**config.mk**
```make
export PLATFORM = sky130hd
export DESIGN_NAME = http_request_header_parser_core
export DESIGN_NICKNAME = d
export VERILOG_FILES = /design/src/design/hrp_pkg.sv /design/src/design/hrp_fifo.sv /design/src/design/hrp_front.sv /design/src/design/hrp_back.sv /design/src/design/http_request_header_parser_core.sv
export SDC_FILE = /design/constraint.sdc
export NUM_CORES = 1
export LEC_CHECK = 0
export ABC_AREA = 1
export BUFFER_PORTS_ARGS = -buffer_cell sky130_fd_sc_hd__buf_4
export CORE_ASPECT_RATIO = 2
export CORE_MARGIN = 2
export CORE_UTILIZATION = 50
export CTS_CLUSTER_DIAMETER = 120
export DETAILED_ROUTE_END_ITERATION = 10
export PLACE_DENSITY = 0.68
export SLEW_MARGIN = 20
export SYNTH_ARGS = -nofsm -noshare
export SYNTH_HDL_FRONTEND = slang
export SYNTH_SLANG_ARGS = --single-unit
```
**constraint.sdc**
```tcl
create_clock -name clk -period 4.35 [get_ports clk]
set_clock_uncertainty 0.05 [all_clocks]
set_input_delay 0.6525 -clock clk [delete_from_list [all_inputs] [get_ports clk]]
set_output_delay 0.6525 -clock clk [all_outputs]
set_load 0.05 [all_outputs]
```
**src/design/hrp_pkg.sv**
```systemverilog
// Shared types, codes and constants of the HTTP request header parser.
package hrp_pkg;

  // One input transaction: a request byte and its start-of-request mark.
  typedef struct packed {
    logic [7:0] data_byte;
    logic       start_req;
  } in_item_t;

  // One result transaction.
  typedef struct packed {
    logic [10:0] offset;
    logic [2:0]  part;
    logic [3:0]  event_res;
    logic [1:0]  method;
    logic [4:0]  field_index;
    logic [10:0] content_length;
    logic        last;
  } out_item_t;

  // A request byte with its character classes worked out by the front end.
  typedef struct packed {
    logic [7:0] data_byte;
    logic [7:0] lower;
    logic [3:0] digit;
    logic       start_req;
    logic       is_space;
    logic       is_lf;
    logic       is_colon;
    logic       is_ws;
    logic       is_digit;
    logic       is_plus;
    logic       is_minus;
  } cls_item_t;

  typedef enum logic [2:0] {
    PH_METHOD,
    PH_URI,
    PH_VERSION,
    PH_FIELDS,
    PH_BODY,
    PH_DONE
  } phase_t;

  typedef enum logic [1:0] {
    VAL_SKIP,
    VAL_DIGITS,
    VAL_NONE
  } val_stage_t;

  // Part codes.
  localparam logic [2:0] PART_METHOD  = 3'd0;
  localparam logic [2:0] PART_URI     = 3'd1;
  localparam logic [2:0] PART_VERSION = 3'd2;
  localparam logic [2:0] PART_KEY     = 3'd3;
  localparam logic [2:0] PART_VALUE   = 3'd4;
  localparam logic [2:0] PART_BODY    = 3'd5;
  localparam logic [2:0] PART_DELIM   = 3'd6;
  localparam logic [2:0] PART_IGNORED = 3'd7;

  // Event codes.
  localparam logic [3:0] EV_NONE        = 4'd0;
  localparam logic [3:0] EV_METHOD_END  = 4'd1;
  localparam logic [3:0] EV_URI_END     = 4'd2;
  localparam logic [3:0] EV_VERSION_END = 4'd3;
  localparam logic [3:0] EV_KEY_END     = 4'd4;
  localparam logic [3:0] EV_FIELD_END   = 4'd5;
  localparam logic [3:0] EV_HEADER_END  = 4'd6;
  localparam logic [3:0] EV_BODY_END    = 4'd7;
  localparam logic [3:0] EV_OVERFLOW    = 4'd8;
  localparam logic [3:0] EV_FIELD_LIMIT = 4'd9;

  // Method codes.
  localparam logic [1:0] METH_GET    = 2'd0;
  localparam logic [1:0] METH_POST   = 2'd1;
  localparam logic [1:0] METH_PUT    = 2'd2;
  localparam logic [1:0] METH_DELETE = 2'd3;

  // Method names as they sit in the prefix register, first byte lowest.
  localparam logic [23:0] PFX_GET    = 24'h544547;
  localparam logic [31:0] PFX_POST   = 32'h54534F50;
  localparam logic [23:0] PFX_PUT    = 24'h545550;
  localparam logic [47:0] PFX_DELETE = 48'h4554454C4544;

  // Characters.
  localparam logic [7:0] CH_SPACE = 8'h20;
  localparam logic [7:0] CH_LF    = 8'h0A;
  localparam logic [7:0] CH_TAB   = 8'h09;
  localparam logic [7:0] CH_CR    = 8'h0D;
  localparam logic [7:0] CH_COLON = 8'h3A;
  localparam logic [7:0] CH_PLUS  = 8'h2B;
  localparam logic [7:0] CH_MINUS = 8'h2D;
  localparam logic [7:0] CH_ZERO  = 8'h30;
  localparam logic [7:0] CH_NINE  = 8'h39;
  localparam logic [7:0] CH_UP_A  = 8'h41;
  localparam logic [7:0] CH_UP_Z  = 8'h5A;
  localparam logic [7:0] CASE_GAP = 8'h20;

  // Length of the key name "content-length".
  localparam logic [3:0] NAME_LEN = 4'd14;

  function automatic logic [7:0] name_char(input logic [3:0] pos);
    logic [7:0] c;
    case (pos)
      4'd0:    c = 8'h63; // c
      4'd1:    c = 8'h6F; // o
      4'd2:    c = 8'h6E; // n
      4'd3:    c = 8'h74; // t
      4'd4:    c = 8'h65; // e
      4'd5:    c = 8'h6E; // n
      4'd6:    c = 8'h74; // t
      4'd7:    c = 8'h2D; // -
      4'd8:    c = 8'h6C; // l
      4'd9:    c = 8'h65; // e
      4'd10:   c = 8'h6E; // n
      4'd11:   c = 8'h67; // g
      4'd12:   c = 8'h74; // t
      4'd13:   c = 8'h68; // h
      default: c = 8'h00;
    endcase
    return c;
  endfunction

endpackage

```
**src/design/hrp_fifo.sv**
```systemverilog
// Small register-based FIFO queue; DEPTH must be a power of two, at least 2.
module hrp_fifo #(
  parameter int WIDTH = 8,
  parameter int DEPTH = 2
) (
  input  logic             clk,
  input  logic             rst_n,
  input  logic             push,
  input  logic [WIDTH-1:0] wr_data,
  output logic             full,
  input  logic             pop,
  output logic [WIDTH-1:0] rd_data,
  output logic             empty
);

  localparam int PW = $clog2(DEPTH);

  logic [WIDTH-1:0] mem_r [DEPTH];
  logic [PW-1:0]    wr_ptr_r, wr_ptr_nxt;
  logic [PW-1:0]    rd_ptr_r, rd_ptr_nxt;
  logic [PW:0]      count_r, count_nxt;
  logic             do_push, do_pop;

  assign full    = (count_r == (PW+1)'(DEPTH));
  assign empty   = (count_r == '0);
  assign do_push = push && !full;
  assign do_pop  = pop && !empty;
  assign rd_data = mem_r[rd_ptr_r];

  always_comb begin
    wr_ptr_nxt = do_push ? wr_ptr_r + 1'b1 : wr_ptr_r;
    rd_ptr_nxt = do_pop ? rd_ptr_r + 1'b1 : rd_ptr_r;
    count_nxt  = count_r;
    if (do_push && !do_pop) begin
      count_nxt = count_r + 1'b1;
    end else if (do_pop && !do_push) begin
      count_nxt = count_r - 1'b1;
    end
  end

  always_ff @(posedge clk) begin
    if (!rst_n) begin
      wr_ptr_r <= '0;
      rd_ptr_r <= '0;
      count_r  <= '0;
    end else begin
      wr_ptr_r <= wr_ptr_nxt;
      rd_ptr_r <= rd_ptr_nxt;
      count_r  <= count_nxt;
    end
  end

  always_ff @(posedge clk) begin
    if (do_push) begin
      mem_r[wr_ptr_r] <= wr_data;
    end
  end

endmodule

```
**src/design/hrp_front.sv**
```systemverilog
// Front end: accepts request bytes and registers them with their character classes.
module hrp_front (
  input  logic                clk,
  input  logic                rst_n,
  input  logic                push,
  input  hrp_pkg::in_item_t   in_data,
  output logic                full,
  output logic                q_push,
  output hrp_pkg::cls_item_t  q_data,
  input  logic                q_full
);

  import hrp_pkg::*;

  logic      valid_r, valid_nxt;
  cls_item_t item_r;
  cls_item_t item_nxt;
  logic      accept;
  logic [7:0] b;

  assign b      = in_data.data_byte;
  assign full   = valid_r && q_full;
  assign accept = push && !full;
  assign q_push = valid_r && !q_full;
  assign q_data = item_r;

  always_comb begin
    item_nxt.data_byte = b;
    item_nxt.start_req = in_data.start_req;
    item_nxt.lower     = (b >= CH_UP_A && b <= CH_UP_Z) ? b + CASE_GAP : b;
    item_nxt.digit     = b[3:0];
    item_nxt.is_space  = (b == CH_SPACE);
    item_nxt.is_lf     = (b == CH_LF);
    item_nxt.is_colon  = (b == CH_COLON);
    item_nxt.is_ws     = (b == CH_SPACE) || (b >= CH_TAB && b <= CH_CR);
    item_nxt.is_digit  = (b >= CH_ZERO && b <= CH_NINE);
    item_nxt.is_plus   = (b == CH_PLUS);
    item_nxt.is_minus  = (b == CH_MINUS);
  end

  always_comb begin
    valid_nxt = valid_r;
    if (accept) begin
      valid_nxt = 1'b1;
    end else if (q_push) begin
      valid_nxt = 1'b0;
    end
  end

  always_ff @(posedge clk) begin
    if (!rst_n) begin
      valid_r <= 1'b0;
    end else begin
      valid_r <= valid_nxt;
    end
  end

  always_ff @(posedge clk) begin
    if (accept) begin
      item_r <= item_nxt;
    end
  end

endmodule

```
**src/design/hrp_back.sv**
```systemverilog
// Back end: the parse state machine that tags each classified byte.
module hrp_back #(
  parameter int HEADER_BYTES = 1024,
  parameter int BODY_BYTES   = 1024,
  parameter int MAX_FIELDS   = 16
) (
  input  logic                clk,
  input  logic                rst_n,
  input  hrp_pkg::cls_item_t  q_data,
  input  logic                q_empty,
  output logic                q_pop,
  input  logic                res_full,
  output logic                res_push,
  output hrp_pkg::out_item_t  res_data
);

  import hrp_pkg::*;

  // The offset can run a few bytes past the header limit before the body starts.
  localparam int OFF_W = $clog2(HEADER_BYTES + BODY_BYTES + 16);
  localparam int LEN_W = $clog2(BODY_BYTES + 2);
  localparam int FLD_W = $clog2(MAX_FIELDS + 1);
  localparam int ACC_W = LEN_W + 4;
  localparam logic [3:0] VER_BYTES = 4'd8;

  function automatic logic [1:0] decode_method(input logic [47:0] pfx);
    logic [1:0] m;
    if (pfx[23:0] == PFX_GET) begin
      m = METH_GET;
    end else if (pfx[31:0] == PFX_POST) begin
      m = METH_POST;
    end else if (pfx[23:0] == PFX_PUT) begin
      m = METH_PUT;
    end else if (pfx == PFX_DELETE) begin
      m = METH_DELETE;
    end else begin
      m = METH_GET;
    end
    return m;
  endfunction

  phase_t           phase_r, phase_nxt, cur_phase;
  logic [OFF_W-1:0] off_r, off_nxt, cur_off;
  logic             prev_colon_r, prev_colon_nxt, cur_prev_colon;
  logic [47:0]      prefix_r, prefix_nxt, cur_prefix;
  logic [1:0]       cnt_r, cnt_nxt, cur_cnt;
  logic [FLD_W-1:0] fields_r, fields_nxt, cur_fields;
  logic [3:0]       kpos_r, kpos_nxt, cur_kpos;
  logic             kmatch_r, kmatch_nxt, cur_kmatch;
  logic             found_r, found_nxt, cur_found;
  logic [LEN_W-1:0] acc_r, acc_nxt, cur_acc;
  logic [LEN_W-1:0] body_r, body_nxt, cur_body;
  val_stage_t       vstage_r, vstage_nxt, cur_vstage;
  logic             vneg_r, vneg_nxt, cur_vneg;
  logic             kend_r, kend_nxt, cur_kend;
  logic [3:0]       ver_r, ver_nxt, cur_ver;
  logic [LEN_W-1:0] flen_r, flen_nxt, cur_flen;
  logic [1:0]       meth_r, meth_nxt, cur_meth;

  logic             fire, st;
  logic             hdr_last, meth_end, sep;
  logic [FLD_W-1:0] fields_inc;
  logic [LEN_W-1:0] body_inc;
  logic [LEN_W-1:0] value_res;
  logic [ACC_W-1:0] acc10;
  logic [LEN_W-1:0] acc_step;

  logic [2:0]       part;
  logic [3:0]       ev;
  logic [OFF_W-1:0] out_off;
  logic [OFF_W-1:0] fin_base;
  logic             fin, body_end, go_body, last;

  assign fire     = !q_empty && !res_full;
  assign q_pop    = fire;
  assign res_push = fire;
  assign st       = q_data.start_req;

  // A start mark sees the reset state instead of the registers.
  assign cur_phase      = st ? PH_METHOD : phase_r;
  assign cur_off        = st ? '0 : off_r;
  assign cur_prev_colon = st ? 1'b0 : prev_colon_r;
  assign cur_prefix     = st ? '0 : prefix_r;
  assign cur_cnt        = st ? '0 : cnt_r;
  assign cur_fields     = st ? '0 : fields_r;
  assign cur_kpos       = st ? '0 : kpos_r;
  assign cur_kmatch     = st ? 1'b1 : kmatch_r;
  assign cur_found      = st ? 1'b0 : found_r;
  assign cur_acc        = st ? '0 : acc_r;
  assign cur_body       = st ? '0 : body_r;
  assign cur_vstage     = st ? VAL_NONE : vstage_r;
  assign cur_vneg       = st ? 1'b0 : vneg_r;
  assign cur_kend       = st ? 1'b0 : kend_r;
  assign cur_ver        = st ? '0 : ver_r;
  assign cur_flen       = st ? '0 : flen_r;
  assign cur_meth       = st ? METH_GET : meth_r;

  assign hdr_last   = (cur_off >= OFF_W'(HEADER_BYTES - 1));
  assign meth_end   = (cur_off >= OFF_W'(3)) && q_data.is_space;
  assign sep        = cur_prev_colon && q_data.is_space;
  assign fields_inc = cur_fields + 1'b1;
  assign body_inc   = cur_body + 1'b1;

  // Decimal accumulate; anything past the body size saturates one above it.
  assign acc10    = (ACC_W'(cur_acc) << 3) + (ACC_W'(cur_acc) << 1) + ACC_W'(q_data.digit);
  assign acc_step = (acc10 > ACC_W'(BODY_BYTES)) ? LEN_W'(BODY_BYTES + 1) : LEN_W'(acc10);

  assign value_res = cur_vneg ? '0 :
                     (cur_acc > LEN_W'(BODY_BYTES)) ? LEN_W'(BODY_BYTES) : cur_acc;

  // Output decode: part, event, offset and whether the header finishes here.
  always_comb begin
    part     = PART_IGNORED;
    ev       = EV_NONE;
    out_off  = cur_off;
    fin      = 1'b0;
    fin_base = cur_off + 1'b1;
    body_end = 1'b0;
    case (cur_phase)
      PH_METHOD: begin
        part = PART_METHOD;
        if (meth_end) begin
          part = PART_DELIM;
          ev   = EV_METHOD_END;
        end else if (hdr_last) begin
          ev       = EV_OVERFLOW;
          fin      = 1'b1;
          fin_base = cur_off + OFF_W'(2);
        end
      end
      PH_URI: begin
        part = PART_URI;
        if (q_data.is_space) begin
          part = PART_DELIM;
          ev   = EV_URI_END;
        end else if (hdr_last) begin
          ev       = EV_OVERFLOW;
          fin      = 1'b1;
          fin_base = cur_off + OFF_W'(2);
        end
      end
      PH_VERSION: begin
        part = PART_VERSION;
        if (cur_ver < VER_BYTES) begin
          if (cur_ver == VER_BYTES - 1'b1 && hdr_last) begin
            ev       = EV_OVERFLOW;
            fin      = 1'b1;
            fin_base = cur_off + OFF_W'(3);
          end
        end else if (q_data.is_lf) begin
          part = PART_DELIM;
          ev   = EV_VERSION_END;
          if (hdr_last) begin
            ev       = EV_OVERFLOW;
            fin      = 1'b1;
            fin_base = cur_off + OFF_W'(2);
          end
        end else if (hdr_last) begin
          ev       = EV_OVERFLOW;
          fin      = 1'b1;
          fin_base = cur_off + OFF_W'(3);
        end
      end
      PH_FIELDS: begin
        part = cur_kend ? PART_VALUE : PART_KEY;
        if (q_data.is_lf) begin
          part = PART_DELIM;
          if (cur_cnt != '0) begin
            ev  = EV_HEADER_END;
            fin = 1'b1;
          end else begin
            ev = EV_FIELD_END;
            if (fields_inc >= FLD_W'(MAX_FIELDS)) begin
              ev       = EV_FIELD_LIMIT;
              fin      = 1'b1;
              fin_base = cur_off + OFF_W'(2);
            end else if (hdr_last) begin
              ev       = EV_OVERFLOW;
              fin      = 1'b1;
              fin_base = cur_off + OFF_W'(2);
            end
          end
        end else begin
          if (sep) begin
            part = PART_DELIM;
            ev   = EV_KEY_END;
          end
          if (hdr_last) begin
            ev       = EV_OVERFLOW;
            fin      = 1'b1;
            fin_base = cur_off + OFF_W'(2);
          end
        end
      end
      PH_BODY: begin
        part = PART_BODY;
        if (body_inc >= cur_flen) begin
          ev       = EV_BODY_END;
          body_end = 1'b1;
        end
      end
      default: begin
        part    = PART_IGNORED;
        out_off = '0;
      end
    endcase
  end

  assign go_body = (meth_nxt == METH_POST) && found_nxt && (flen_nxt != '0);
  assign last    = body_end || (fin && !go_body);

  // Next-state logic.
  always_comb begin
    phase_nxt      = cur_phase;
    off_nxt        = cur_off + 1'b1;
    prev_colon_nxt = cur_prev_colon;
    prefix_nxt     = cur_prefix;
    cnt_nxt        = cur_cnt;
    fields_nxt     = cur_fields;
    kpos_nxt       = cur_kpos;
    kmatch_nxt     = cur_kmatch;
    found_nxt      = cur_found;
    acc_nxt        = cur_acc;
    body_nxt       = cur_body;
    vstage_nxt     = cur_vstage;
    vneg_nxt       = cur_vneg;
    kend_nxt       = cur_kend;
    ver_nxt        = cur_ver;
    flen_nxt       = cur_flen;
    meth_nxt       = cur_meth;
    case (cur_phase)
      PH_METHOD: begin
        if (meth_end) begin
          meth_nxt       = decode_method(cur_prefix);
          phase_nxt      = PH_URI;
          prev_colon_nxt = 1'b0;
        end else begin
          for (int k = 0; k < 6; k++) begin
            if (cur_off == OFF_W'(k)) begin
              prefix_nxt[8*k +: 8] = cur_prefix[8*k +: 8] | q_data.data_byte;
            end
          end
          prev_colon_nxt = q_data.is_colon;
          if (hdr_last) begin
            meth_nxt = decode_method(cur_prefix);
          end
        end
      end
      PH_URI: begin
        if (q_data.is_space) begin
          phase_nxt      = PH_VERSION;
          ver_nxt        = '0;
          prev_colon_nxt = 1'b0;
        end else begin
          prev_colon_nxt = q_data.is_colon;
        end
      end
      PH_VERSION: begin
        if (cur_ver < VER_BYTES) begin
          ver_nxt        = cur_ver + 1'b1;
          prev_colon_nxt = q_data.is_colon;
        end else if (q_data.is_lf) begin
          prev_colon_nxt = 1'b0;
          phase_nxt      = PH_FIELDS;
          cnt_nxt        = '0;
          kpos_nxt       = '0;
          kmatch_nxt     = 1'b1;
          kend_nxt       = 1'b0;
          vstage_nxt     = VAL_NONE;
          vneg_nxt       = 1'b0;
          acc_nxt        = '0;
        end else begin
          prev_colon_nxt = q_data.is_colon;
        end
      end
      PH_FIELDS: begin
        if (q_data.is_lf) begin
          // A line end with at most one byte after the previous line end closes the header and changes nothing else.
          if (cur_cnt == '0) begin
            if (!cur_found && cur_kmatch && cur_kpos == NAME_LEN) begin
              found_nxt = 1'b1;
              flen_nxt  = value_res;
            end
            fields_nxt     = fields_inc;
            cnt_nxt        = 2'd2;
            prev_colon_nxt = 1'b0;
            kpos_nxt       = '0;
            kmatch_nxt     = 1'b1;
            kend_nxt       = 1'b0;
            vstage_nxt     = VAL_NONE;
            vneg_nxt       = 1'b0;
            acc_nxt        = '0;
          end
        end else begin
          if (cur_cnt != '0) begin
            cnt_nxt = cur_cnt - 1'b1;
          end
          if (cur_kmatch && cur_kpos < NAME_LEN) begin
            if (q_data.lower == name_char(cur_kpos)) begin
              kpos_nxt = cur_kpos + 1'b1;
            end else begin
              kmatch_nxt = 1'b0;
            end
          end
          if (sep) begin
            kend_nxt   = 1'b1;
            vstage_nxt = VAL_SKIP;
            vneg_nxt   = 1'b0;
            acc_nxt    = '0;
          end else if (cur_kend) begin
            case (cur_vstage)
              VAL_SKIP: begin
                if (!q_data.is_ws) begin
                  vstage_nxt = VAL_DIGITS;
                  if (q_data.is_minus) begin
                    vneg_nxt = 1'b1;
                  end else if (q_data.is_plus) begin
                    vneg_nxt = cur_vneg;
                  end else if (!q_data.is_digit) begin
                    vstage_nxt = VAL_NONE;
                  end else begin
                    acc_nxt = acc_step;
                  end
                end
              end
              VAL_DIGITS: begin
                if (q_data.is_digit) begin
                  acc_nxt = acc_step;
                end else begin
                  vstage_nxt = VAL_NONE;
                end
              end
              default: begin
                vstage_nxt = cur_vstage;
              end
            endcase
          end
          prev_colon_nxt = q_data.is_colon;
        end
      end
      PH_BODY: begin
        body_nxt = body_inc;
        if (body_inc >= cur_flen) begin
          phase_nxt = PH_DONE;
        end
      end
      default: begin
        off_nxt = cur_off;
      end
    endcase
    if (fin) begin
      off_nxt = fin_base;
      if (meth_nxt == METH_POST && found_nxt && flen_nxt != '0) begin
        phase_nxt = PH_BODY;
        body_nxt  = '0;
      end else begin
        phase_nxt = PH_DONE;
      end
    end
  end

  always_comb begin
    res_data.offset         = 11'(out_off);
    res_data.part           = part;
    res_data.event_res      = ev;
    res_data.method         = meth_nxt;
    res_data.field_index    = 5'(fields_nxt);
    res_data.content_length = (meth_nxt == METH_POST && found_nxt) ? 11'(flen_nxt) : 11'd0;
    res_data.last           = last;
  end

  always_ff @(posedge clk) begin
    if (!rst_n) begin
      phase_r      <= PH_METHOD;
      off_r        <= '0;
      prev_colon_r <= 1'b0;
      prefix_r     <= '0;
      cnt_r        <= '0;
      fields_r     <= '0;
      kpos_r       <= '0;
      kmatch_r     <= 1'b1;
      found_r      <= 1'b0;
      acc_r        <= '0;
      body_r       <= '0;
      vstage_r     <= VAL_NONE;
      vneg_r       <= 1'b0;
      kend_r       <= 1'b0;
      ver_r        <= '0;
      flen_r       <= '0;
      meth_r       <= METH_GET;
    end else if (fire) begin
      phase_r      <= phase_nxt;
      off_r        <= off_nxt;
      prev_colon_r <= prev_colon_nxt;
      prefix_r     <= prefix_nxt;
      cnt_r        <= cnt_nxt;
      fields_r     <= fields_nxt;
      kpos_r       <= kpos_nxt;
      kmatch_r     <= kmatch_nxt;
      found_r      <= found_nxt;
      acc_r        <= acc_nxt;
      body_r       <= body_nxt;
      vstage_r     <= vstage_nxt;
      vneg_r       <= vneg_nxt;
      kend_r       <= kend_nxt;
      ver_r        <= ver_nxt;
      flen_r       <= flen_nxt;
      meth_r       <= meth_nxt;
    end
  end

endmodule

```
**src/design/http_request_header_parser_core.sv**
```systemverilog
// Byte-serial HTTP/1.1 request header parser. Each accepted byte produces exactly one
// result transaction that tags the byte with its buffer offset and request part, reports
// method, URI, version, field, header and body boundaries, and carries the decoded method,
// the count of completed header fields and the Content-Length of a POST. The block takes
// one byte per clock cycle while the result queue is not held full; that rate is set by the
// parse state update in the back end. A byte goes through the input register, a two-entry
// queue and the state update into a two-entry result queue, where its result is visible.
// Setting start_req on a byte starts a new request at offset 0; no clearing pass is needed.
module http_request_header_parser_core #(
  parameter int HEADER_BYTES = 1024,
  parameter int BODY_BYTES   = 1024,
  parameter int MAX_FIELDS   = 16
) (
  input  logic               clk,
  input  logic               rst_n,
  input  logic               push,
  input  hrp_pkg::in_item_t  in_data,
  output logic               full,
  output logic               empty,
  input  logic               pop,
  output hrp_pkg::out_item_t out_data
);

  import hrp_pkg::*;

  localparam int QUEUE_DEPTH = 2;

  logic      fq_push, fq_full, fq_empty, fq_pop;
  cls_item_t fq_wr_data, fq_rd_data;
  logic      rq_push, rq_full;
  out_item_t rq_wr_data;

  hrp_front u_front (
    .clk     (clk),
    .rst_n   (rst_n),
    .push    (push),
    .in_data (in_data),
    .full    (full),
    .q_push  (fq_push),
    .q_data  (fq_wr_data),
    .q_full  (fq_full)
  );

  hrp_fifo #(
    .WIDTH ($bits(cls_item_t)),
    .DEPTH (QUEUE_DEPTH)
  ) u_work_q (
    .clk     (clk),
    .rst_n   (rst_n),
    .push    (fq_push),
    .wr_data (fq_wr_data),
    .full    (fq_full),
    .pop     (fq_pop),
    .rd_data (fq_rd_data),
    .empty   (fq_empty)
  );

  hrp_back #(
    .HEADER_BYTES (HEADER_BYTES),
    .BODY_BYTES   (BODY_BYTES),
    .MAX_FIELDS   (MAX_FIELDS)
  ) u_back (
    .clk      (clk),
    .rst_n    (rst_n),
    .q_data   (fq_rd_data),
    .q_empty  (fq_empty),
    .q_pop    (fq_pop),
    .res_full (rq_full),
    .res_push (rq_push),
    .res_data (rq_wr_data)
  );

  hrp_fifo #(
    .WIDTH ($bits(out_item_t)),
    .DEPTH (QUEUE_DEPTH)
  ) u_result_q (
    .clk     (clk),
    .rst_n   (rst_n),
    .push    (rq_push),
    .wr_data (rq_wr_data),
    .full    (rq_full),
    .pop     (pop),
    .rd_data (out_data),
    .empty   (empty)
  );

endmodule
```
### Yosys cells after proc, flatten, opt, wreduce, memory -nomap -nowiden

Memories as Yosys holds them, arrays and structs flattened. A register that Yosys moved wholly into a read port is not among the register bits.
Cells that the tools add are included.

| word-level totals | value |
|---|---|
| output and inout port bits | 39 |
| logic and storage cells | 346 |
| memory bits (read-only) | 112 |
| memories | 3 |
| input bits | 13 |
| memory bits (writable) | 130 |
| register bits | 157 |

Memories:

| memory | depth | bits a word | read ports | clocked after Yosys merged registers in | wr ports | RTL line | RTL |
|---|---|---|---|---|---|---|---|
| (no name shown) | 16 | 7 | 1 | 0 | 0 | hrp_pkg.sv:104 | `case (pos)` |
| u_result_q.mem_r | 2 | 37 | 1 | 1 | 1 | hrp_fifo.sv:18 | `logic [WIDTH-1:0] mem_r [DEPTH];` |
| u_work_q.mem_r | 2 | 28 | 1 | 1 | 1 | hrp_fifo.sv:18 |  |

| cells by class | value |
|---|---|
| order comparisons | 14 |
| bitwise gates (word level) | 6 |
| mux-type cells | 195 |
| reductions and logical operators | 49 |
| add/sub/neg operators | 19 |
| eq/ne operators | 25 |

Operators with widths:

| operator | count |
|---|---|
| 11-bit two-way mux | 25 |
| 12-bit two-way mux | 13 |
| 48-bit two-way mux | 3 |
| 4-bit two-way mux | 22 |
| 8-bit two-way mux | 10 |
| 2-bit two-way mux | 30 |
| 1-bit two-way mux | 56 |
| 24-bit by 23-bit equality test with 1-bit output, second input constant | 2 |
| 48-bit by 47-bit equality test with 1-bit output, second input constant | 1 |
| 3-bit two-way mux | 16 |
| 8-bit bitwise OR | 6 |
| 12-bit one-hot mux with 4 select lines | 1 |
| 11-bit one-hot mux with 2 select lines | 2 |
| 32-bit by 31-bit equality test with 1-bit output, second input constant | 1 |
| 8-bit by 6-bit equality test with 1-bit output, second input constant | 4 |
| 12-bit by 2-bit adder with 12-bit output, second input constant | 2 |
| 12-bit by 2-bit equality test with 1-bit output, second input constant | 2 |
| 12-bit by 3-bit equality test with 1-bit output, second input constant | 2 |
| 1-bit logical AND | 24 |
| 5-bit two-way mux | 4 |
| 4-bit one-hot mux with 5 select lines | 1 |
| 4-bit one-hot mux with 2 select lines | 2 |
| 14-bit by 12-bit adder with 15-bit output | 1 |
| 15-bit by 4-bit adder with 15-bit output | 1 |
| 44 further kinds | 77 |

### Longest topological paths before layout

Gate-level depths: netlist (run 1).

| depth | value |
|---|---|
| depth in word-level cells | 15 |
| depth in mapped cells | 29 |
| depth with buffers taken out | 28 |

### By module

From an unflattened synthesis (run 1), not the netlist that was laid out.

| second synthesis, totals | value |
|---|---|
| cells, all modules | 2184 |
| area total of the unflattened synthesis | 17036.3 um^2 |

Modules (own cells, without submodules):

| module | cells an instance | seq. area each (um^2) | area an instance (um^2) | times used |
|---|---|---|---|---|
| hrp_back | 1812 | 2402.3 | 10607.7 | 1 |
| hrp_fifo at u_result_q | 153 | 2322.2 | 3067.9 | 1 |
| hrp_fifo at u_work_q | 125 | 1781.7 | 2368.5 | 1 |
| hrp_front | 94 | 590.6 | 992.2 | 1 |

### Least setup slack after synthesis (run 1)

Ideal clock, no wire load.

| timing path | value |
|---|---|
| kind | register to register |
| start point | memory u_work_q.mem_r[0][7] in the netlist's numbering |
| end point | memory u_result_q.mem_r[0][19] in the netlist's numbering (data pin) |
| period minus slack after synthesis | 3.853 ns |
| setup time | 0.280 ns |
| arrival | 3.523 ns |
| buffers on the path | 4 |
| cell stages (with the launch flop) | 25 |
| data required time | 4.020 ns |
| setup slack | 0.497 ns |
| cell sequence | edfxtp_1 -> nand2_4 -> nand2_8 -> buf_6 -> buf_6 -> clkbuf_1 -> buf_2 -> nor2_1 -> ha_1 -> nand2_1 -> nor3_2 -> nand2_1 -> nor2_1 -> nand3_1 -> xor2_1 -> inv_1 -> ha_1 -> nand2_1 -> nor2_1 -> nand3_1 -> o2111ai_1 -> o21ai_0 -> o21ai_0 -> inv_1 -> o2111ai_1 |

RTL lines:

| what | RTL line |
|---|---|
| from (decl) | hrp_fifo.sv:18 |
| to (decl) | hrp_fifo.sv:18 |

==> impl_metrics.csv, run 1 <==
group,metric,value,unit
clocking,htreeDepth,1,
drt,wl,46860,um
power,peakVddDrop,0.5529,mV
drt,vias_per_cell,5.610,
floorplanning,die_h,260.5,um
grt,grt_pass1_vias,14920,
timing,maxSlewViolCount,0,
timing,fin_crit,3.957,ns
finish,drive_gt1_frac,0.1215,
drt,dr.pass1.iters,7,
timing,worstMarginPinSlew,0.9227,ns
grt,grt_max_degree,68,
logic_synthesis,syn_area,16450,um^2
worst_setup_path,arrival,4.38,ns
drt,drtAntennaViolNets,0,
power,powerDensity,578.2,nW/um^2
finish,final_cells,2711,
floorplanning,core,32700,um^2
timing,finalCritPeriodShare,0.9097,
finish,diodes,0,
timing,setup_viol,0,
floorplanning,io_pins,52,
job,cap_violations,0,
power,p_leak,7.505,nW
drt,drt_iter0_drc,1163,
clocking,cts.sinks,262,
timing,maxSlewHeadroom,0.3848,
placed_design,dp_slack,0.3967,ns
timing,hold_violations,0,
logic_synthesis,synth_largest_area_cell,"edfxtp_1",
clocking,cts_root_buffer,"clkbuf_16",
grt,gr-usage-all-layers,0.2702,
placed_design,dp.cells,2665,
clocking,post_cts_buffers,0,
worst_setup_path,worstSetupStartpointType,"register",
finish,nNetsFinal,2328,
timing,fin_setup_tns,0,ns
logic_synthesis,yosysUniqueCellTypes,59,
logic_synthesis,postSynthAreaPerCell,7.403,um^2
status,status,"finished, final reports clean",
logic_synthesis,ys_ff_latch,262,
placed_design,post-dp-hpwl,34480,um
worst_setup_path,crit_type,"register to register",
timing,timing.final.ws_setup,0.3928,ns
placed_design,portBuffers,51,
placed_design,gp_congestion,0.9492,
drt,routedWlPerCell,17.28,um
worst_setup_path,critical_path.max_fanout,29,
grt,grt_pass1_wl,75400,um
finish,synthToLayoutAreaGrowth,10.56,%
power,total_power,10.52,mW
worst_setup_path,cp.required,4.77,ns
floorplanning,die_area,34450,um^2
clocking,path_clk_slew,0.07,ns
drt,vias,15210,
clocking,clk_latency,0.56,ns
timing,fmax,0.2527,GHz
clocking,numCtsBuffers,24,
floorplanning,start_util,0.5031,
logic_synthesis,syn_inst,2222,
grt,antenna_found_initial,1,
timing,rsz0062_at_grt,"no",
grt,grt-ovfl-total,0,
min_path,hold_path_class,"input pin to register",
logic_synthesis,yosysWarnings,0,
logic_synthesis,synthesis.nets,2289,
logic_synthesis,synthArstFlopShare,0,
floorplanning,die_w,132.3,um
clocking,cts_buffer_depth,3,
logic_synthesis,synth_edf_count,131,
worst_setup_path,critPathCaptureType,"register",
floorplanning,rows,94,
logic_synthesis,synthFlopType,"edfxtp_1",
logic_synthesis,yosysTopAreaCellShare,0.2391,
logic_synthesis,synthTopCellsByArea,"edfxtp_1 (24%), dfxtp_1 (16%), nand2_1 (13%)",
logic_synthesis,seq_area_frac_synth,0.3986,
timing,holdWs,0.2358,ns
drt,route.detailed.drc,0,
clocking,cts_tree,"yes",
## cell type report
class,count,area [um^2]
Clock buffer,30,675.6
Fill cell,3188,14510
Tap cell,432,540.5
Multi-Input combinational cell,1590,8459
Timing Repair Buffer,94,743.2
Clock inverter,14,121.4
Inverter,289,1089
Sequential cell,262,6559
## state kept, by name (all words and copies together), names as in the netlist, 4 cells and up, named ones only
| signal | count |
|---|---|
| u_result_q.mem_r | 74 |
| u_back.prefix_r | 48 |
| u_work_q.mem_r | 38 |
| u_front.q_data | 19 |
| u_back.off_r | 12 |
| u_back.acc_r | 11 |
| u_back.body_r | 11 |
| u_back.flen_r | 11 |
| u_back.fields_r | 5 |
| u_back.kpos_r | 4 |
| u_back.ver_r | 4 |
## kinds of logic after synthesis
| logic type | Yosys count | synth area share |
|---|---|---|
| compound gates | 465 | 0.1538 |
| xor+xnor | 38 | 0.02023 |
| fa+ha+maj | 54 | 0.04153 |
| buf+inv | 370 | 0.08945 |
| flops | 262 | 0.3986 |
| mux | 41 | 0.02776 |
| simple gates | 992 | 0.2687 |
## worst paths after layout
kind	startpoint	end	slack, ns	cells after the start
max	register	u_back.acc_r[2]	0.39	25
min	in_data[0]	u_front.q_data[7]	0.24	1
max reg2reg	register	u_back.acc_r[2]	0.39	25
min reg2reg	u_front.q_data[18]	u_work_q.mem_r[0][18]	0.39	0
## synth_stat cells, drive strengths merged (4+ instances only)
| library cell | n |
|---|---|
| a21oi | 222 |
| a221oi | 6 |
| a31oi | 7 |
| buf | 27 |
| clkbuf | 54 |
| clkinv | 4 |
| dfxtp | 131 |
| edfxtp | 131 |
| ha | 53 |
| inv | 285 |
| mux2 | 37 |
| mux2i | 4 |
| nand2 | 561 |
| nand3 | 119 |
| nand3b | 4 |
| nand4 | 27 |
| nor2 | 231 |
| nor3 | 29 |
| nor4 | 7 |
| o2111ai | 5 |
| o211ai | 21 |
| o21ai | 167 |
| o21bai | 6 |
| o22ai | 14 |
| or2 | 8 |
| xnor2 | 9 |
| xor2 | 29 |
## where the power goes
group          switching (mW)  internal (mW)  leakage [nW]
combinational            3.46           1.46          4.80
sequential              0.245           3.19          2.32
clock                   0.976           1.18         0.389
total                    4.68           5.83          7.50
## metal layers
layer / global-route usage / share of wire / up-vias
met4: 0.1720 / 0.069 / 0
li1: - / - / 7439
met5: 0 / 0 / -
met1: 0.2813 / 0.36 / 7032
met3: 0.02778 / 0.046 / 190
met2: 0.5129 / 0.52 / 547
## repair_timing
item                       CTS  global route
hold buffers                 0             0
resized for setup            0             3
setup endpoints to repair    0             2
## critical path, cell delays in order (launching register included)
cell      delay, ns
dfxtp_2        0.35
inv_2          0.20
nand2_4        0.10
nand2_8        0.23
inv_4          0.08
nand2_1        0.25
clkinv_1       0.15
ha_1           0.31
ha_1           0.39
nand2_1        0.13
inv_1          0.06
a21oi_1        0.19
nand3_1        0.13
nand2_1        0.07
nand2_1        0.05
nor2_1         0.20
nand2_1        0.17
o21bai_1       0.23
nand2_1        0.07
nand2_1        0.06
nand2_1        0.05
nand2_1        0.07
nand2_1        0.05
nand2_1        0.05
nand2_1        0.05
a21oi_1        0.12
## layout by cell type (no fill, tap or decap), drive strengths merged, types with 4 or more instances in the layout
cell type | synthesis | routed
mux2 | 37 | 37
a21oi | 222 | 222
a31oi | 7 | 7
nand3 | 119 | 119
xor2 | 29 | 29
xnor2 | 9 | 9
mux2i | 4 | 4
edfxtp | 131 | 131
or2 | 8 | 8
nand3b | 4 | 4
o21bai | 6 | 6
o21ai | 167 | 167
nand4 | 27 | 27
buf | 27 | 94
o2111ai | 5 | 5
nor2 | 231 | 231
o211ai | 21 | 21
dfxtp | 131 | 131
a221oi | 6 | 6
clkbuf | 54 | 30
nand2 | 561 | 561
ha | 53 | 53
nor4 | 7 | 7
nor3 | 29 | 29
inv | 285 | 287
o22ai | 14 | 14
clkinv | 4 | 14
## through the flow
step,instance area (um^2),util
finish,18190,0.5563
global route,18190,0.5563
floorplan,16450,-
detailed placement,17340,0.5303
global placement,17340,0.5303
CTS,18140,0.5547
No activity file was read; power rests on OpenSTA's default activity.
==> run 2, diff against run 1 <==
--- a/config.mk
+++ b/config.mk
@@ -12,7 +12,7 @@
 export CORE_UTILIZATION = 50
 export CTS_CLUSTER_DIAMETER = 120
 export DETAILED_ROUTE_END_ITERATION = 10
-export PLACE_DENSITY = 0.68
+export PLACE_DENSITY = 0.66
 export SLEW_MARGIN = 20
 export SYNTH_ARGS = -nofsm -noshare
 export SYNTH_HDL_FRONTEND = slang
==> impl_metrics.csv, run 2 (synthesis results as in run 1) <==
group,metric,value,unit
status,status,"finished, final reports clean",
timing,fin_crit,3.907,ns
clocking,cts_root_buffer,"clkbuf_16",
placed_design,dp.cells,2663,
finish,top_regs,"u_result_q.mem_r x74, u_back.prefix_r x48, u_work_q.mem_r x38",
grt,gr-max-usage-layer,"met2",
drt,drtAntennaViolNets,0,
placed_design,portBuffers,51,
worst_setup_path,worst_path_max_delay_cell,"fa_1",
drt,drt_iter0_drc,1157,
drt,wl,47280,um
min_path,hold_path_class,"input pin to register",
worst_setup_path,worstSetupStartpointType,"register",
worst_setup_path,crit_top_cell,"nand2_1",
clocking,numCtsBuffers,24,
timing,fin_setup_tns,0,ns
placed_design,post-dp-hpwl,35030,um
floorplanning,start_util,0.5031,
timing,maxSlewHeadroom,0.3149,
min_path,hold-path-endpoint,"u_front.q_data[7]",
timing,fmax,0.2560,GHz
clocking,cts.sinks,262,
min_path,hold_depth,1,
floorplanning,die_area,34450,um^2
worst_setup_path,critical_path.max_fanout,28,
grt,use_met1,0.2739,
job,cap_violations,0,
grt,grt_use_met3,0.02933,
finish,largest_register_ffs,74,
drt,routedWlPerCell,17.45,um
timing,hold_violations,0,
worst_setup_path,arrival,4.34,ns
timing,finalCritPeriodShare,0.8981,
floorplanning,rows,94,
drt,vias_per_cell,5.615,
clocking,cts_resized,0,
power,p_leak,7.520,nW
worst_setup_path,cp.required,4.78,ns
finish,final_cells,2709,
finish,regMostFlops,"u_result_q.mem_r",
grt,grt_use_met2,0.5297,
worst_setup_path,max_stage_delay,0.41,ns
floorplanning,die_h,260.5,um
floorplanning,core,32700,um^2
drt,vias,15210,
worst_setup_path,crit_type,"register to register",
drt,route.detailed.drc,0,
grt,grt_max_degree,56,
clocking,post_cts_buffers,0,
finish,final_common_cell,"nand2_1",
finish,nNetsFinal,2326,
floorplanning,die_w,132.3,um
clocking,cts_tree,"yes",
timing,maxSlewViolCount,0,
worst_setup_path,reg2reg_depth,26,
placed_design,gp_congestion,0.9759,
finish,drive_gt1_frac,0.1221,
power,powerDensity,589.4,nW/um^2
power,peakVddDrop,0.4631,mV
grt,antenna_found_initial,0,
worst_setup_path,r2r_end,"u_back.acc_r[1]",
drt,dr.pass1.iters,6,
timing,worstMarginPinSlew,1.026,ns
grt,grt_pass1_wl,75240,um
grt,grt-ovfl-total,0,
clocking,clk_latency,0.55,ns
clocking,cts_buffer_depth,3,
grt,grt_pass1_vias,14690,
worst_setup_path,r2r_setup_slack,0.44,ns
clocking,path_clk_slew,0.08,ns
worst_setup_path,critPathCaptureType,"register",
finish,diodes,0,
worst_setup_path,critPathTopFamily,"simple AND/OR/NAND/NOR gates",
timing,setup_viol,0,
clocking,htreeDepth,1,
min_path,hp-start,"in_data[0]",
floorplanning,io_pins,52,
grt,gr-usage-all-layers,0.2720,
worst_setup_path,critPathBufInv,1,
finish,synthToLayoutAreaGrowth,11.01,%
timing,rsz0062_at_grt,"no",
finish,final_cell_mix,"nand2_1 (549), inv_1 (272), a21oi_1 (222)",
clocking,postCtsHoldBufs,0,
==> run 2: cell type report <==
class | instances | area, um^2
well taps | 432 | 540.5
fillers | 3131 | 14440
clock inverters | 17 | 236.5
clock buffers | 27 | 633.1
multi-input cells | 1590 | 8451
repair buffers | 92 | 755.7
flip-flops and latches | 262 | 6558
inverters | 289 | 1087
==> run 2: worst reg2reg max path: stages, from the launching register on <==
cell and delay, ns:
dfxtp_1 0.40, inv_2 0.11, nand2_4 0.10, nand2_8 0.16, nor2_2 0.30, ha_1 0.29, ha_1 0.25, fa_1 0.41
nand2_1 0.07, nand2_1 0.09, nand3_1 0.10, nand2_1 0.07, nand2_1 0.14, nand2_1 0.09, nand2_1 0.07, nand2_1 0.05
nor2_1 0.16, nand2_1 0.17, o21bai_1 0.26, nand2_1 0.07, nand2_1 0.06, nand2_1 0.05, nand2_1 0.05, nand2_1 0.05
nand2_1 0.05, nand2_1 0.05, a21oi_1 0.11
==> run 2: power breakdown <==
part	switching [mW]	internal, mW	leakage [nW]
clock	0.984	1.36	0.413
combinational	3.50	1.49	4.79
sequential	0.239	3.19	2.32
==> run 2: worst max-delay path by stage <==
| stage | endpoint | cells past startpoint |
|---|---|---|
| after floorplan | u_result_q.mem_r[0][19] | 24 |
| after global placement | u_back.acc_r[1] | 25 |
| after detailed placement | u_back.acc_r[1] | 26 |
| after CTS | u_back.acc_r[1] | 26 |
| after global routing | u_back.acc_r[1] | 26 |
| final | u_back.acc_r[1] | 26 |
==> run 2: through the flow <==
stage	utilization	cell area, um^2	total power, mW	setup slack, ns	hold WS [ns]
after floorplan	-	16450	6.995	0.4968	0.3715
after global placement	0.5302	17340	8.328	0.5249	0.3736
after detailed placement	0.5302	17340	8.389	0.4846	0.3796
after CTS	0.5568	18210	10.74	0.4670	0.2179
after global routing	0.5585	18260	11.38	0.07869	0.2232
final	0.5585	18260	10.76	0.4432	0.2337
==> run 2: layer usage <==
layer,up-vias,share of wire
met3,183,0.046
met1,7083,0.36
li1,7443,-
met2,502,0.54
met4,0,0.059
met5,-,0
